$ cat src/hw/rtl/bps_pkg.sv
// ----------------------------------------------------------------------------
// bps_pkg: shared types and constants of the bucketed priority scheduler
// Bucket boundaries, request and status codes, the queued item format and the
// state encoding of the execution engine.
// ----------------------------------------------------------------------------
package bps_pkg;

  localparam int NUM_BUCKETS   = 62;
  localparam int BKT_W         = 6;
  localparam int FIELD_W       = 64;
  localparam int TOTAL_W       = 10;
  localparam int LIMIT_W       = 12;
  localparam int QUEUE_DEPTH   = 2;
  localparam int QPTR_W        = 1;
  localparam int QCNT_W        = 2;

  localparam logic [LIMIT_W-1:0] LIMIT_RESET = 12'd992;

  // Division by the bucket count: floor(x * RECIP / 2^RECIP_SHIFT) equals
  // floor(x / NUM_BUCKETS) for every 12-bit x.
  localparam int RECIP_W     = 15;
  localparam int PROD_W      = LIMIT_W + RECIP_W;
  localparam int RECIP_SHIFT = 20;
  localparam int QUO_W       = PROD_W - RECIP_SHIFT;
  localparam logic [RECIP_W-1:0] RECIP = 15'd16913;

  localparam logic OP_PUSH = 1'b0;
  localparam logic OP_POP  = 1'b1;

  localparam logic ST_OK    = 1'b0;
  localparam logic ST_EMPTY = 1'b1;

  typedef logic [NUM_BUCKETS-1:0][FIELD_W-1:0] min_tbl_t;

  typedef struct packed {
    logic               op;
    logic [FIELD_W-1:0] etime;
    logic [FIELD_W-1:0] ehash;
    logic [BKT_W-1:0]   bucket;
  } item_t;

  typedef enum logic [3:0] {
    BK_IDLE,
    BK_FILL,
    BK_SRD,
    BK_SCMP,
    BK_DEC,
    BK_MRD,
    BK_MWR,
    BK_INS,
    BK_POPH,
    BK_PRD,
    BK_PWR,
    BK_FIN,
    BK_SEEK,
    BK_DONE
  } bk_state_t;

  // Sub-region counts of the eight geometric regions, as powers of two.
  localparam int PART_LOG2 [8] = '{1, 2, 3, 4, 4, 3, 2, 1};

  function automatic min_tbl_t build_min();
    min_tbl_t           tbl;
    int                 k;
    logic [FIELD_W-1:0] base;
    logic [FIELD_W-1:0] width;
    tbl = '0;
    k = 1;
    for (int r = 0; r < 8; r++) begin
      base  = 64'd1 << (24 + 4 * r);
      width = (base * 64'd15) >> PART_LOG2[r];
      for (int i = 0; i < (1 << PART_LOG2[r]); i++) begin
        if (k < NUM_BUCKETS) begin
          tbl[k] = base + 64'(i) * width;
          k++;
        end
      end
    end
    if (k < NUM_BUCKETS) begin
      tbl[k] = 64'd1 << 56;
    end
    return tbl;
  endfunction

  localparam min_tbl_t BUCKET_MIN = build_min();

  function automatic logic [BKT_W-1:0] next_bucket(input logic [BKT_W-1:0] b);
    logic [BKT_W-1:0] n;
    if (b == BKT_W'(NUM_BUCKETS - 1)) begin
      n = '0;
    end else begin
      n = b + BKT_W'(1);
    end
    return n;
  endfunction

endpackage

$ cat src/hw/rtl/bps_queue.sv
// ----------------------------------------------------------------------------
// bps_queue: short item queue
// Decouples classification from execution so either side may stall alone.
// ----------------------------------------------------------------------------
module bps_queue import bps_pkg::*; (
  input  logic  clk,
  input  logic  rst_n,
  input  logic  wr_valid,
  output logic  wr_ready,
  input  item_t wr_item,
  output logic  rd_valid,
  input  logic  rd_pop,
  output item_t rd_item
);

  item_t             mem_r [QUEUE_DEPTH];
  logic [QPTR_W-1:0] wptr_r, wptr_nxt;
  logic [QPTR_W-1:0] rptr_r, rptr_nxt;
  logic [QCNT_W-1:0] cnt_r, cnt_nxt;
  logic              push;
  logic              pop;

  assign wr_ready = (cnt_r != QCNT_W'(QUEUE_DEPTH));
  assign rd_valid = (cnt_r != '0);
  assign rd_item  = mem_r[rptr_r];
  assign push     = wr_valid && wr_ready;
  assign pop      = rd_pop && rd_valid;

  always_comb begin
    wptr_nxt = wptr_r;
    rptr_nxt = rptr_r;
    cnt_nxt  = cnt_r;
    if (push) begin
      wptr_nxt = (wptr_r == QPTR_W'(QUEUE_DEPTH - 1)) ? '0 : wptr_r + QPTR_W'(1);
    end
    if (pop) begin
      rptr_nxt = (rptr_r == QPTR_W'(QUEUE_DEPTH - 1)) ? '0 : rptr_r + QPTR_W'(1);
    end
    if (push && !pop) begin
      cnt_nxt = cnt_r + QCNT_W'(1);
    end else if (pop && !push) begin
      cnt_nxt = cnt_r - QCNT_W'(1);
    end
  end

  always_ff @(posedge clk) begin
    if (!rst_n) begin
      wptr_r <= '0;
      rptr_r <= '0;
      cnt_r  <= '0;
    end else begin
      wptr_r <= wptr_nxt;
      rptr_r <= rptr_nxt;
      cnt_r  <= cnt_nxt;
    end
  end

  always_ff @(posedge clk) begin
    if (push) begin
      mem_r[wptr_r] <= wr_item;
    end
  end

endmodule

$ cat config.mk
export PLATFORM = sky130hd
export DESIGN_NAME = bps_queue
export DESIGN_NICKNAME = d
export VERILOG_FILES = /design/src/hw/rtl/bps_pkg.sv /design/src/hw/rtl/bps_queue.sv
export SDC_FILE = /design/constraint.sdc
export NUM_CORES = 1
export LEC_CHECK = 0
export BUFFER_PORTS_ARGS = -buffer_cell sky130_fd_sc_hd__buf_2
export CAP_MARGIN = 20
export CORE_ASPECT_RATIO = 0.75
export CORE_UTILIZATION = 45
export CTS_CLUSTER_DIAMETER = 60
export DETAILED_ROUTE_END_ITERATION = 7
export PLACE_DENSITY = 0.7
export REMOVE_ABC_BUFFERS = 1
export SLEW_MARGIN = 15
export SYNTH_ARGS = -nofsm -noshare
export SYNTH_HDL_FRONTEND = slang
export SYNTH_SLANG_ARGS = --single-unit
$ cat constraint.sdc
create_clock -name clk -period 5.25 [get_ports clk]
set_clock_uncertainty 0.15 [all_clocks]
set_input_delay 0.525 -clock clk [delete_from_list [all_inputs] [get_ports clk]]
set_output_delay 0.525 -clock clk [all_outputs]
set_load 0.005 [all_outputs]
==> impl_metrics.py <==
metrics = {
    "timing": {
        "rsz0062_at_grt": "false",
        "period_needed_ps": 2930,
        "maxSlewViolCount": 0,
        "holdWs_ps": 46.6,
        "worst_pin_slew_ps": 1070,
        "setup-violations-final": 0,
        "hold_violations": 0,
        "timing.fmax_mhz": 341,
        "setup_tns_ps": 0,
        "period_share_pct": 55.8,
        "setup_slack_ps": 2320,
        "maxSlewHeadroom_pct": 28.4,
    },
    "detailed_routing": {
        "dr.pass1.iters": 4,
        "vias_per_cell": 4.81,
        "wl_per_cell_um": 17.7,
        "final_antenna_net_count": 0,
        "post-route-drc-count": 0,
        "wl_um": 18600,
        "dr_total_vias": 5069,
        "drtIter0Drc": 259,
    },
    "synth": {
        "synth_area_leaders": "edfxtp_1, mux2_2, mux2_4, dfxtp_1, buf_6",
        "synth_cell_types": 21,
        "synth-seq-cells": 275,
        "yosysWarnings": 0,
        "syn_area_um2": 10200,
        "synth_top_area_share_pct": 79.7,
        "synth_area_leader_cell": "edfxtp_1",
        "ys_seq_area_share_pct": 80.6,
        "avgSynthCellArea_um2": 22.9,
        "postSynthCellCount": 444,
    },
    "place": {
        "post_dp_cell_area_um2": 11900,
        "dpl.hpwl_um": 12300,
        "gp_congestion": 0.793,
        "portBuffers": 275,
        "dpl_worst_slack_ps": 2540,
    },
    "finish": {
        "drive_gt1_share_pct": 60.6,
        "final_cell_mix": "buf_2, edfxtp_1, mux2_2",
        "fill_cells": 1730,
        "postLayoutCoreUtil_pct": 57.3,
        "area_growth_pct": 24.5,
        "final_cell_area_um2": 12700,
        "layout_commonest_cell": "buf_2",
        "nets": 877,
    },
    "grt": {
        "antenna_found_initial": 3,
        "met1_usage_pct": 20.7,
        "grt_pass1_wl_um": 28500,
        "grt_pass1_vias": 5324,
        "overflow": 0,
        "busiest_layer": "met2",
        "grt_max_degree": 100,
        "grt_use_met2_pct": 24.9,
        "track_usage_pct": 15.8,
        "gr-usage-met3_pct": 5.39,
    },
    "clock_tree": {
        "clk_latency_ps": 510,
        "postCtsHoldBufs": 0,
        "cts_root_buffer": "clkbuf_16",
        "clock-sinks": 275,
        "clk_pin_slew_ps": 60,
        "cts-htree-levels": 1,
        "cts_tree": "done",
        "cts.repair_timing.setup_buffer_count": 0,
        "clock_path_buffers": 3,
        "ctsResizeCount": 0,
        "cts_buffers": 27,
    },
    "die": {
        "die_area_um2": 23200,
        "die_h_um": 132,
        "initial_utilization_pct": 46.0,
        "fp-row-count": 47,
        "die_x_um": 176,
        "core_area_um2": 22100,
        "ioPinCount": 276,
    },
    "worst_setup_path": {
        "critPathMaxFanout": 67,
        "end_kind": "output port",
        "critPathKind": "reg2out",
        "critical_path.max_stage_delay_ps": 730,
        "crit_slowest_cell": "buf_4",
        "crit_chain": "buf_4 > mux2_2 > buf_2",
        "arrival_ps": 2250,
        "crit_path_start_kind": "register",
        "path_delay_family": "buffers and inverters",
        "crit_buf_inv": 2,
        "cp.required_ps": 4580,
    },
    "worst_hold_path": {
        "hold_class": "in2reg",
    },
    "run": {
        "drv_cap": 0,
    },
    "status": {
        "status": "complete, no violations",
    },
    "power_and_ir_drop": {
        "ir_worst_vdd_uv": 526,
        "p_leak_uw": 0.00479,
        "power_density_nw_per_um2": 468,
    },
}
## final timing paths
kind	from	end	slack (ps)	cells after the start
worst max-delay path	register	rd_item[132]	2320	3
worst min-delay path	wr_item[123]	mem_r[1][123]	50	1
worst max register to register	cnt_r[0]	mem_r[0][98]	2570	4
worst min register to register	cnt_r[1]	cnt_r[1]	410	2
## through the flow
step	instances	power [uW]
finish	1053	5930
detailed placement	1002	4240
global placement	1002	4200
global route	1051	6190
CTS	1050	6000
floorplan	429	3810
## layer usage
layer	wire [um]	share of wire, %
met1	7920	43
met5	0	0
met4	467	2.5
met3	1870	10
met2	8370	45
## synth_stat cells (all sizes together)
cell and number:
edfxtp 270, mux2 135, buf 15, dfxtp 5, and2 4, a21boi 2
o21ai 2, xnor2 2, a21bo 1, and3 1, ha 1, inv 1
nand2b 1, nand3b 1, or2 1, or3 1, xor2 1
## report_power, final
| part | internal (uW) | total (uW) | leakage, uW | switching [uW] |
|---|---|---|---|---|
| Combinational | 717 | 1360 | 0.00183 | 644 |
| Sequential | 2750 | 2810 | 0.00256 | 66.7 |
| Clock | 991 | 1760 | 0.000398 | 765 |
| Total | 4450 | 5930 | 0.00479 | 1480 |
## state kept, by name (all words and copies together) (netlist names), named ones only
| name | flops |
|---|---|
| rptr_r | 1 |
| mem_r | 270 |
| wptr_r | 1 |
| cnt_r | 2 |
## logic make-up after synthesis
family          synth area share, %
xor+xnor                      0.258
compound gates                0.344
buf+inv                        1.20
flops                          80.6
mux                            16.8
simple gates                  0.639
fa+ha+maj                     0.123
## layout make-up
| cell class | count | area, um^2 | area share [%] |
|---|---|---|---|
| Clock buffer | 31 | 691 | 5.45 |
| Multi-Input combinational cell | 153 | 1850 | 14.6 |
| Timing Repair Buffer | 279 | 1420 | 11.2 |
| Tap cell | 294 | 368 | 2.90 |
| Sequential cell | 275 | 8210 | 64.8 |
| Clock inverter | 17 | 113 | 0.889 |
| Inverter | 1 | 8.76 | 0.0691 |
| Antenna cell | 3 | 7.51 | 0.0593 |
Power figures use the tool's default switching activity.
