--- src/hw/rtl/bps_pkg.sv ---
// ----------------------------------------------------------------------------
// bps_pkg: shared types and constants of the bucketed priority scheduler
// Bucket boundaries, request and status codes, the queued item format and the
// state encoding of the execution engine.
// ----------------------------------------------------------------------------
package bps_pkg;

  localparam int NUM_BUCKETS   = 62;
  localparam int BKT_W         = 6;
  localparam int FIELD_W       = 64;
  localparam int TOTAL_W       = 10;
  localparam int LIMIT_W       = 12;
  localparam int QUEUE_DEPTH   = 2;
  localparam int QPTR_W        = 1;
  localparam int QCNT_W        = 2;

  localparam logic [LIMIT_W-1:0] LIMIT_RESET = 12'd992;

  // Division by the bucket count: floor(x * RECIP / 2^RECIP_SHIFT) equals
  // floor(x / NUM_BUCKETS) for every 12-bit x.
  localparam int RECIP_W     = 15;
  localparam int PROD_W      = LIMIT_W + RECIP_W;
  localparam int RECIP_SHIFT = 20;
  localparam int QUO_W       = PROD_W - RECIP_SHIFT;
  localparam logic [RECIP_W-1:0] RECIP = 15'd16913;

  localparam logic OP_PUSH = 1'b0;
  localparam logic OP_POP  = 1'b1;

  localparam logic ST_OK    = 1'b0;
  localparam logic ST_EMPTY = 1'b1;

  typedef logic [NUM_BUCKETS-1:0][FIELD_W-1:0] min_tbl_t;

  typedef struct packed {
    logic               op;
    logic [FIELD_W-1:0] etime;
    logic [FIELD_W-1:0] ehash;
    logic [BKT_W-1:0]   bucket;
  } item_t;

  typedef enum logic [3:0] {
    BK_IDLE,
    BK_FILL,
    BK_SRD,
    BK_SCMP,
    BK_DEC,
    BK_MRD,
    BK_MWR,
    BK_INS,
    BK_POPH,
    BK_PRD,
    BK_PWR,
    BK_FIN,
    BK_SEEK,
    BK_DONE
  } bk_state_t;

  // Sub-region counts of the eight geometric regions, as powers of two.
  localparam int PART_LOG2 [8] = '{1, 2, 3, 4, 4, 3, 2, 1};

  function automatic min_tbl_t build_min();
    min_tbl_t           tbl;
    int                 k;
    logic [FIELD_W-1:0] base;
    logic [FIELD_W-1:0] width;
    tbl = '0;
    k = 1;
    for (int r = 0; r < 8; r++) begin
      base  = 64'd1 << (24 + 4 * r);
      width = (base * 64'd15) >> PART_LOG2[r];
      for (int i = 0; i < (1 << PART_LOG2[r]); i++) begin
        if (k < NUM_BUCKETS) begin
          tbl[k] = base + 64'(i) * width;
          k++;
        end
      end
    end
    if (k < NUM_BUCKETS) begin
      tbl[k] = 64'd1 << 56;
    end
    return tbl;
  endfunction

  localparam min_tbl_t BUCKET_MIN = build_min();

  function automatic logic [BKT_W-1:0] next_bucket(input logic [BKT_W-1:0] b);
    logic [BKT_W-1:0] n;
    if (b == BKT_W'(NUM_BUCKETS - 1)) begin
      n = '0;
    end else begin
      n = b + BKT_W'(1);
    end
    return n;
  endfunction

endpackage

--- src/hw/rtl/bps_front.sv ---
// ----------------------------------------------------------------------------
// bps_front: request intake and bucket classification
// Registers each accepted item together with the bucket chosen by the upper
// half of its balance, and hands it to the queue.
// ----------------------------------------------------------------------------
module bps_front import bps_pkg::*; (
  input  logic               clk,
  input  logic               rst_n,
  input  logic               in_valid,
  output logic               in_stall,
  input  logic               in_req_type,
  input  logic [FIELD_W-1:0] in_entry_time,
  input  logic [FIELD_W-1:0] in_entry_hash,
  input  logic [FIELD_W-1:0] in_balance_hi,
  output logic               q_wr_valid,
  input  logic               q_wr_ready,
  output item_t              q_wr_item
);

  logic                   stg_valid_r, stg_valid_nxt;
  item_t                  stg_item_r;
  logic [NUM_BUCKETS-1:0] ge;
  logic [NUM_BUCKETS-1:0] ge_up;
  logic [BKT_W-1:0]       bkt;
  logic                   take;

  // The boundaries ascend, so the compares form a thermometer code and the
  // bucket is the position of its last set bit.
  always_comb begin
    for (int i = 0; i < NUM_BUCKETS; i++) begin
      ge[i] = (in_balance_hi >= BUCKET_MIN[i]);
    end
    ge_up = {1'b0, ge[NUM_BUCKETS-1:1]};
    bkt = '0;
    for (int i = 0; i < NUM_BUCKETS; i++) begin
      if (ge[i] && !ge_up[i]) begin
        bkt = bkt | BKT_W'(i);
      end
    end
  end

  assign in_stall   = stg_valid_r && !q_wr_ready;
  assign take       = in_valid && !in_stall;
  assign q_wr_valid = stg_valid_r;
  assign q_wr_item  = stg_item_r;

  always_comb begin
    stg_valid_nxt = stg_valid_r;
    if (take) begin
      stg_valid_nxt = 1'b1;
    end else if (q_wr_ready) begin
      stg_valid_nxt = 1'b0;
    end
  end

  always_ff @(posedge clk) begin
    if (!rst_n) begin
      stg_valid_r <= 1'b0;
    end else begin
      stg_valid_r <= stg_valid_nxt;
    end
  end

  always_ff @(posedge clk) begin
    if (take) begin
      stg_item_r.op     <= in_req_type;
      stg_item_r.etime  <= in_entry_time;
      stg_item_r.ehash  <= in_entry_hash;
      stg_item_r.bucket <= bkt;
    end
  end

endmodule

--- config.mk ---
export PLATFORM = sky130hd
export DESIGN_NAME = bps_front
export DESIGN_NICKNAME = d
export VERILOG_FILES = /design/src/hw/rtl/bps_pkg.sv /design/src/hw/rtl/bps_front.sv
export SDC_FILE = /design/constraint.sdc
export NUM_CORES = 1
export LEC_CHECK = 0
export CAP_MARGIN = 15
export CELL_PAD_IN_SITES_DETAIL_PLACEMENT = 0
export CELL_PAD_IN_SITES_GLOBAL_PLACEMENT = 1
export CORE_AREA = 2 2 129 131
export DETAILED_ROUTE_END_ITERATION = 12
export DIE_AREA = 0 0 131 133
export DONT_BUFFER_PORTS = 1
export GPL_ROUTABILITY_DRIVEN = 0
export PLACE_DENSITY = 0.65
export SKIP_LAST_GASP = 1
export SLEW_MARGIN = 15
export SYNTH_ARGS = -nofsm -noshare
export SYNTH_HDL_FRONTEND = slang
export SYNTH_SLANG_ARGS = --single-unit
--- constraint.sdc ---
create_clock -name clk -period 19 [get_ports clk]
set_input_delay 1.9 -clock clk [delete_from_list [all_inputs] [get_ports clk]]
set_output_delay 1.9 -clock clk [all_outputs]
set_load 0.02 [all_outputs]
==> impl_metrics.env <==
export IMPL_syn_nets=642
export IMPL_worstPathArrival_ns=2.39
export IMPL_ys_ff_latch=136
export IMPL_wirelength_um=19340
export IMPL_place_area_um2=6163
export IMPL_p_seq_share_pct=54.0
export IMPL_clockRootBuffer="clkbuf_16"
export IMPL_synth_top_cell_area_share_pct=67.49
export IMPL_rsz0062_at_grt="false"
export IMPL_drt_initial_drc_count=470
export IMPL_setup_ws_ns=14.71
export IMPL_cp_required_ns=17.10
export IMPL_clk_pin_slew_worst_paths_ns=0.07
export IMPL_slowest_delay_ns=0.49
export IMPL_final_cell_mix="edfxtp_1, nor2_1, nand2_1, nor3_1, clkbuf_16"
export IMPL_area_growth_syn_to_layout_pct=11.75
export IMPL_start_util_pct=37.15
export IMPL_antenna_found_initial=3
export IMPL_clock_sinks=136
export IMPL_pre_cts_slack_ns=14.40
export IMPL_port_buffers=0
export IMPL_grt_max_degree=104
export IMPL_cp_slowest_cell="nor2b_1"
export IMPL_vdd_drop_max_mv=0.05224
export IMPL_r2r_start="q_wr_valid"
export IMPL_hold_end="q_wr_valid"
export IMPL_startpoint="q_wr_ready"
export IMPL_cts_tree="built"
export IMPL_finalSetupViolCount=0
export IMPL_r2r_end="q_wr_item[93]"
export IMPL_synth_area_leaders="edfxtp_1, clkbuf_1, nor3_1"
export IMPL_clockBufferDepth=2
export IMPL_routedWlPerCell_um=29.08
export IMPL_critPathCaptureType="primary output"
export IMPL_yosysWarnings=0
export IMPL_synthArstFlopShare_pct=0
export IMPL_power_mw=0.7086
export IMPL_drv_cap=0
export IMPL_fp_dieH_um=133
export IMPL_drc=0
export IMPL_status="complete, no violations"
export IMPL_hpwl_um=14730
export IMPL_regArea_um2=4074
export IMPL_cell_internal_pwr_mw=0.5320
export IMPL_slew_violations=0
export IMPL_hold_start="q_wr_valid"
export IMPL_fin_crit_ns=4.295
export IMPL_grt_pass1_vias=3702
export IMPL_pwr_share_comb_pct=3.9
export IMPL_grt_pass1_wl_um=26050
export IMPL_final_common_cell="edfxtp_1"
export IMPL_clkPwrFrac_pct=42.0
export IMPL_cp_depth=1
export IMPL_ys_seq_area_share_pct=67.82
export IMPL_fmax_ghz=0.2328
export IMPL_die_w_um=131
export IMPL_synth_area_um2=6007
export IMPL_yosysTopAreaCell="edfxtp_1"
export IMPL_synth_edff_count=135
export IMPL_dpl_cell_count=633
export IMPL_fillCellCount=1473
export IMPL_drive_above_1_share_pct=10.11
export IMPL_final_cells=665
export IMPL_antenna_left=0
export IMPL_reg2reg_depth=3
export IMPL_layout_nets=629
export IMPL_crit_buf_inv=0
export IMPL_clock_skew_ns=0.01084
export IMPL_viasPerCell=6.271
export IMPL_pin_count=334
export IMPL_grt_usage_pct=21.22
export IMPL_cts_buffers=17
export IMPL_hold_violations=0
export IMPL_cts_htree_levels=4
export IMPL_p_per_area_nw_per_um2=105.6
export IMPL_cts_setup_buffers=0
export IMPL_multiInputGateArea_um2=1784
export IMPL_hold_depth=2
export IMPL_crit_family="simple AND/OR/NAND/NOR gates"
export IMPL_cp_cell_sequence="nor2b_1"
export IMPL_worstPathMaxFanout=3
export IMPL_crit_type="input pin to primary output"
export IMPL_dr_pass1_iters=5
export IMPL_cts_resized=0
export IMPL_synth_avg_cell_area_um2=13.50
export IMPL_syn_inst=445
export IMPL_diodes=0
export IMPL_coreArea_um2=16170
export IMPL_row_count=47
export IMPL_route_vias_total=4170
export IMPL_power_switching_mw=0.1766
export IMPL_cts_hold_buf=0
export IMPL_reg2reg_slack_ns=16.32
export IMPL_p_leak_nw=2.104
export IMPL_dieArea_um2=17420
export IMPL_design_area_um2=6713
export IMPL_clk_latency_ns=0.41
export IMPL_cp_start_kind="input pin"
export IMPL_final_period_utilization_pct=22.60
export IMPL_relSlewSlack_pct=35.47
export IMPL_setup_tns_ns=0
export IMPL_hold_path_class="register to register"
export IMPL_ys_dominant_reg_cell="edfxtp_1"
export IMPL_post_synth_num_cell_types=66
export IMPL_tightest_slew_ns=0.9659
export IMPL_grt_ovfl_total=0
export IMPL_swShare_pct=24.92
-- kinds of logic (layout without fill, tap and decap cells) --
logic type	count (synthesis)	count (layout)	share of synthesized area, %
flip-flops	136	136	67.82
multiplexers	4	4	0.6666
AO/OA/AOI/OAI	104	104	12.96
adder cells (fa/ha/maj)	1	1	0.1666
XOR/XNOR	1	1	0.1458
buffers and inverters	39	39	2.604
AND/OR/NAND/NOR	160	160	15.64
-- worst min-delay path, delay by kind of cell (launching register included) --
kind               cells  cell delay (ns)
AOI/OAI and AO/OA      1             0.20
DFF                    1             0.38
and+or+nand+nor        1             0.27
-- routing by layer --
layer | share of wire, % | track usage (%) | up-vias
li1 | - | - | 1792
met1 | 39 | 26.69 | 2072
met2 | 50 | 34.97 | 271
met3 | 9.0 | 7.036 | 31
met4 | 1.8 | 5.615 | 4
met5 | 0.12 | 0 | -
-- layout make-up --
cell class	count	area share (%)
Tap cell	220	4.101
Timing Repair Buffer	1	0.1678
Clock buffer	18	6.393
Sequential cell	136	60.69
Clock inverter	14	1.733
Multi-Input combinational cell	270	26.58
Inverter	6	0.3355
-- sequential cells by signal, indices dropped and copies added, names as in the netlist --
| name | count |
|---|---|
| q_wr_item | 135 |
| q_wr_valid | 1 |
-- synth_stat cells, types with 4 or more instances --
cell / number
mux2i_1: 4
and3_1: 5
nor3b_1: 4
or4_1: 8
a21o_1: 4
inv_1: 6
a311oi_1: 4
and2_1: 4
a41oi_1: 4
nor2_1: 24
o22ai_1: 5
a211o_1: 6
edfxtp_1: 135
nand2_1: 20
nor4_2: 4
o2111ai_1: 5
nor2b_1: 10
or2_2: 4
a31oi_1: 12
a211oi_1: 4
a21oi_1: 14
nor4_1: 14
a221oi_1: 4
nand4_1: 9
o21ai_0: 8
o21a_1: 5
nand2b_1: 5
nor3_1: 19
clkbuf_1: 27
o211ai_1: 5
nand3_1: 14
-- worst max path at each step --
stage                              end  slack, ns
after floorplan           q_wr_item[0]      10.41
after global placement    q_wr_item[1]      14.40
after detailed placement  q_wr_item[1]      14.40
after CTS                     in_stall      14.71
after global routing      q_wr_item[1]      14.61
final                         in_stall      14.71
-- per-stage QoR --
step                util (%)  hold WS [ns]
floorplan                  -        0.8151
global placement       38.11        0.8821
detailed placement     38.11        0.8781
CTS                    41.49        0.8925
global route           41.51        0.9076
finish                 41.51        0.8966
-- power groups by stage --
stage	registers [mW]	clock network (mW)	logic, mW
after floorplan	0.387	0	0.0276
after global placement	0.389	0	0.0273
after detailed placement	0.390	0	0.0274
after CTS	0.384	0.304	0.0275
after global routing	0.384	0.319	0.0305
final	0.383	0.298	0.0278
Power figures use the tool's default switching activity.
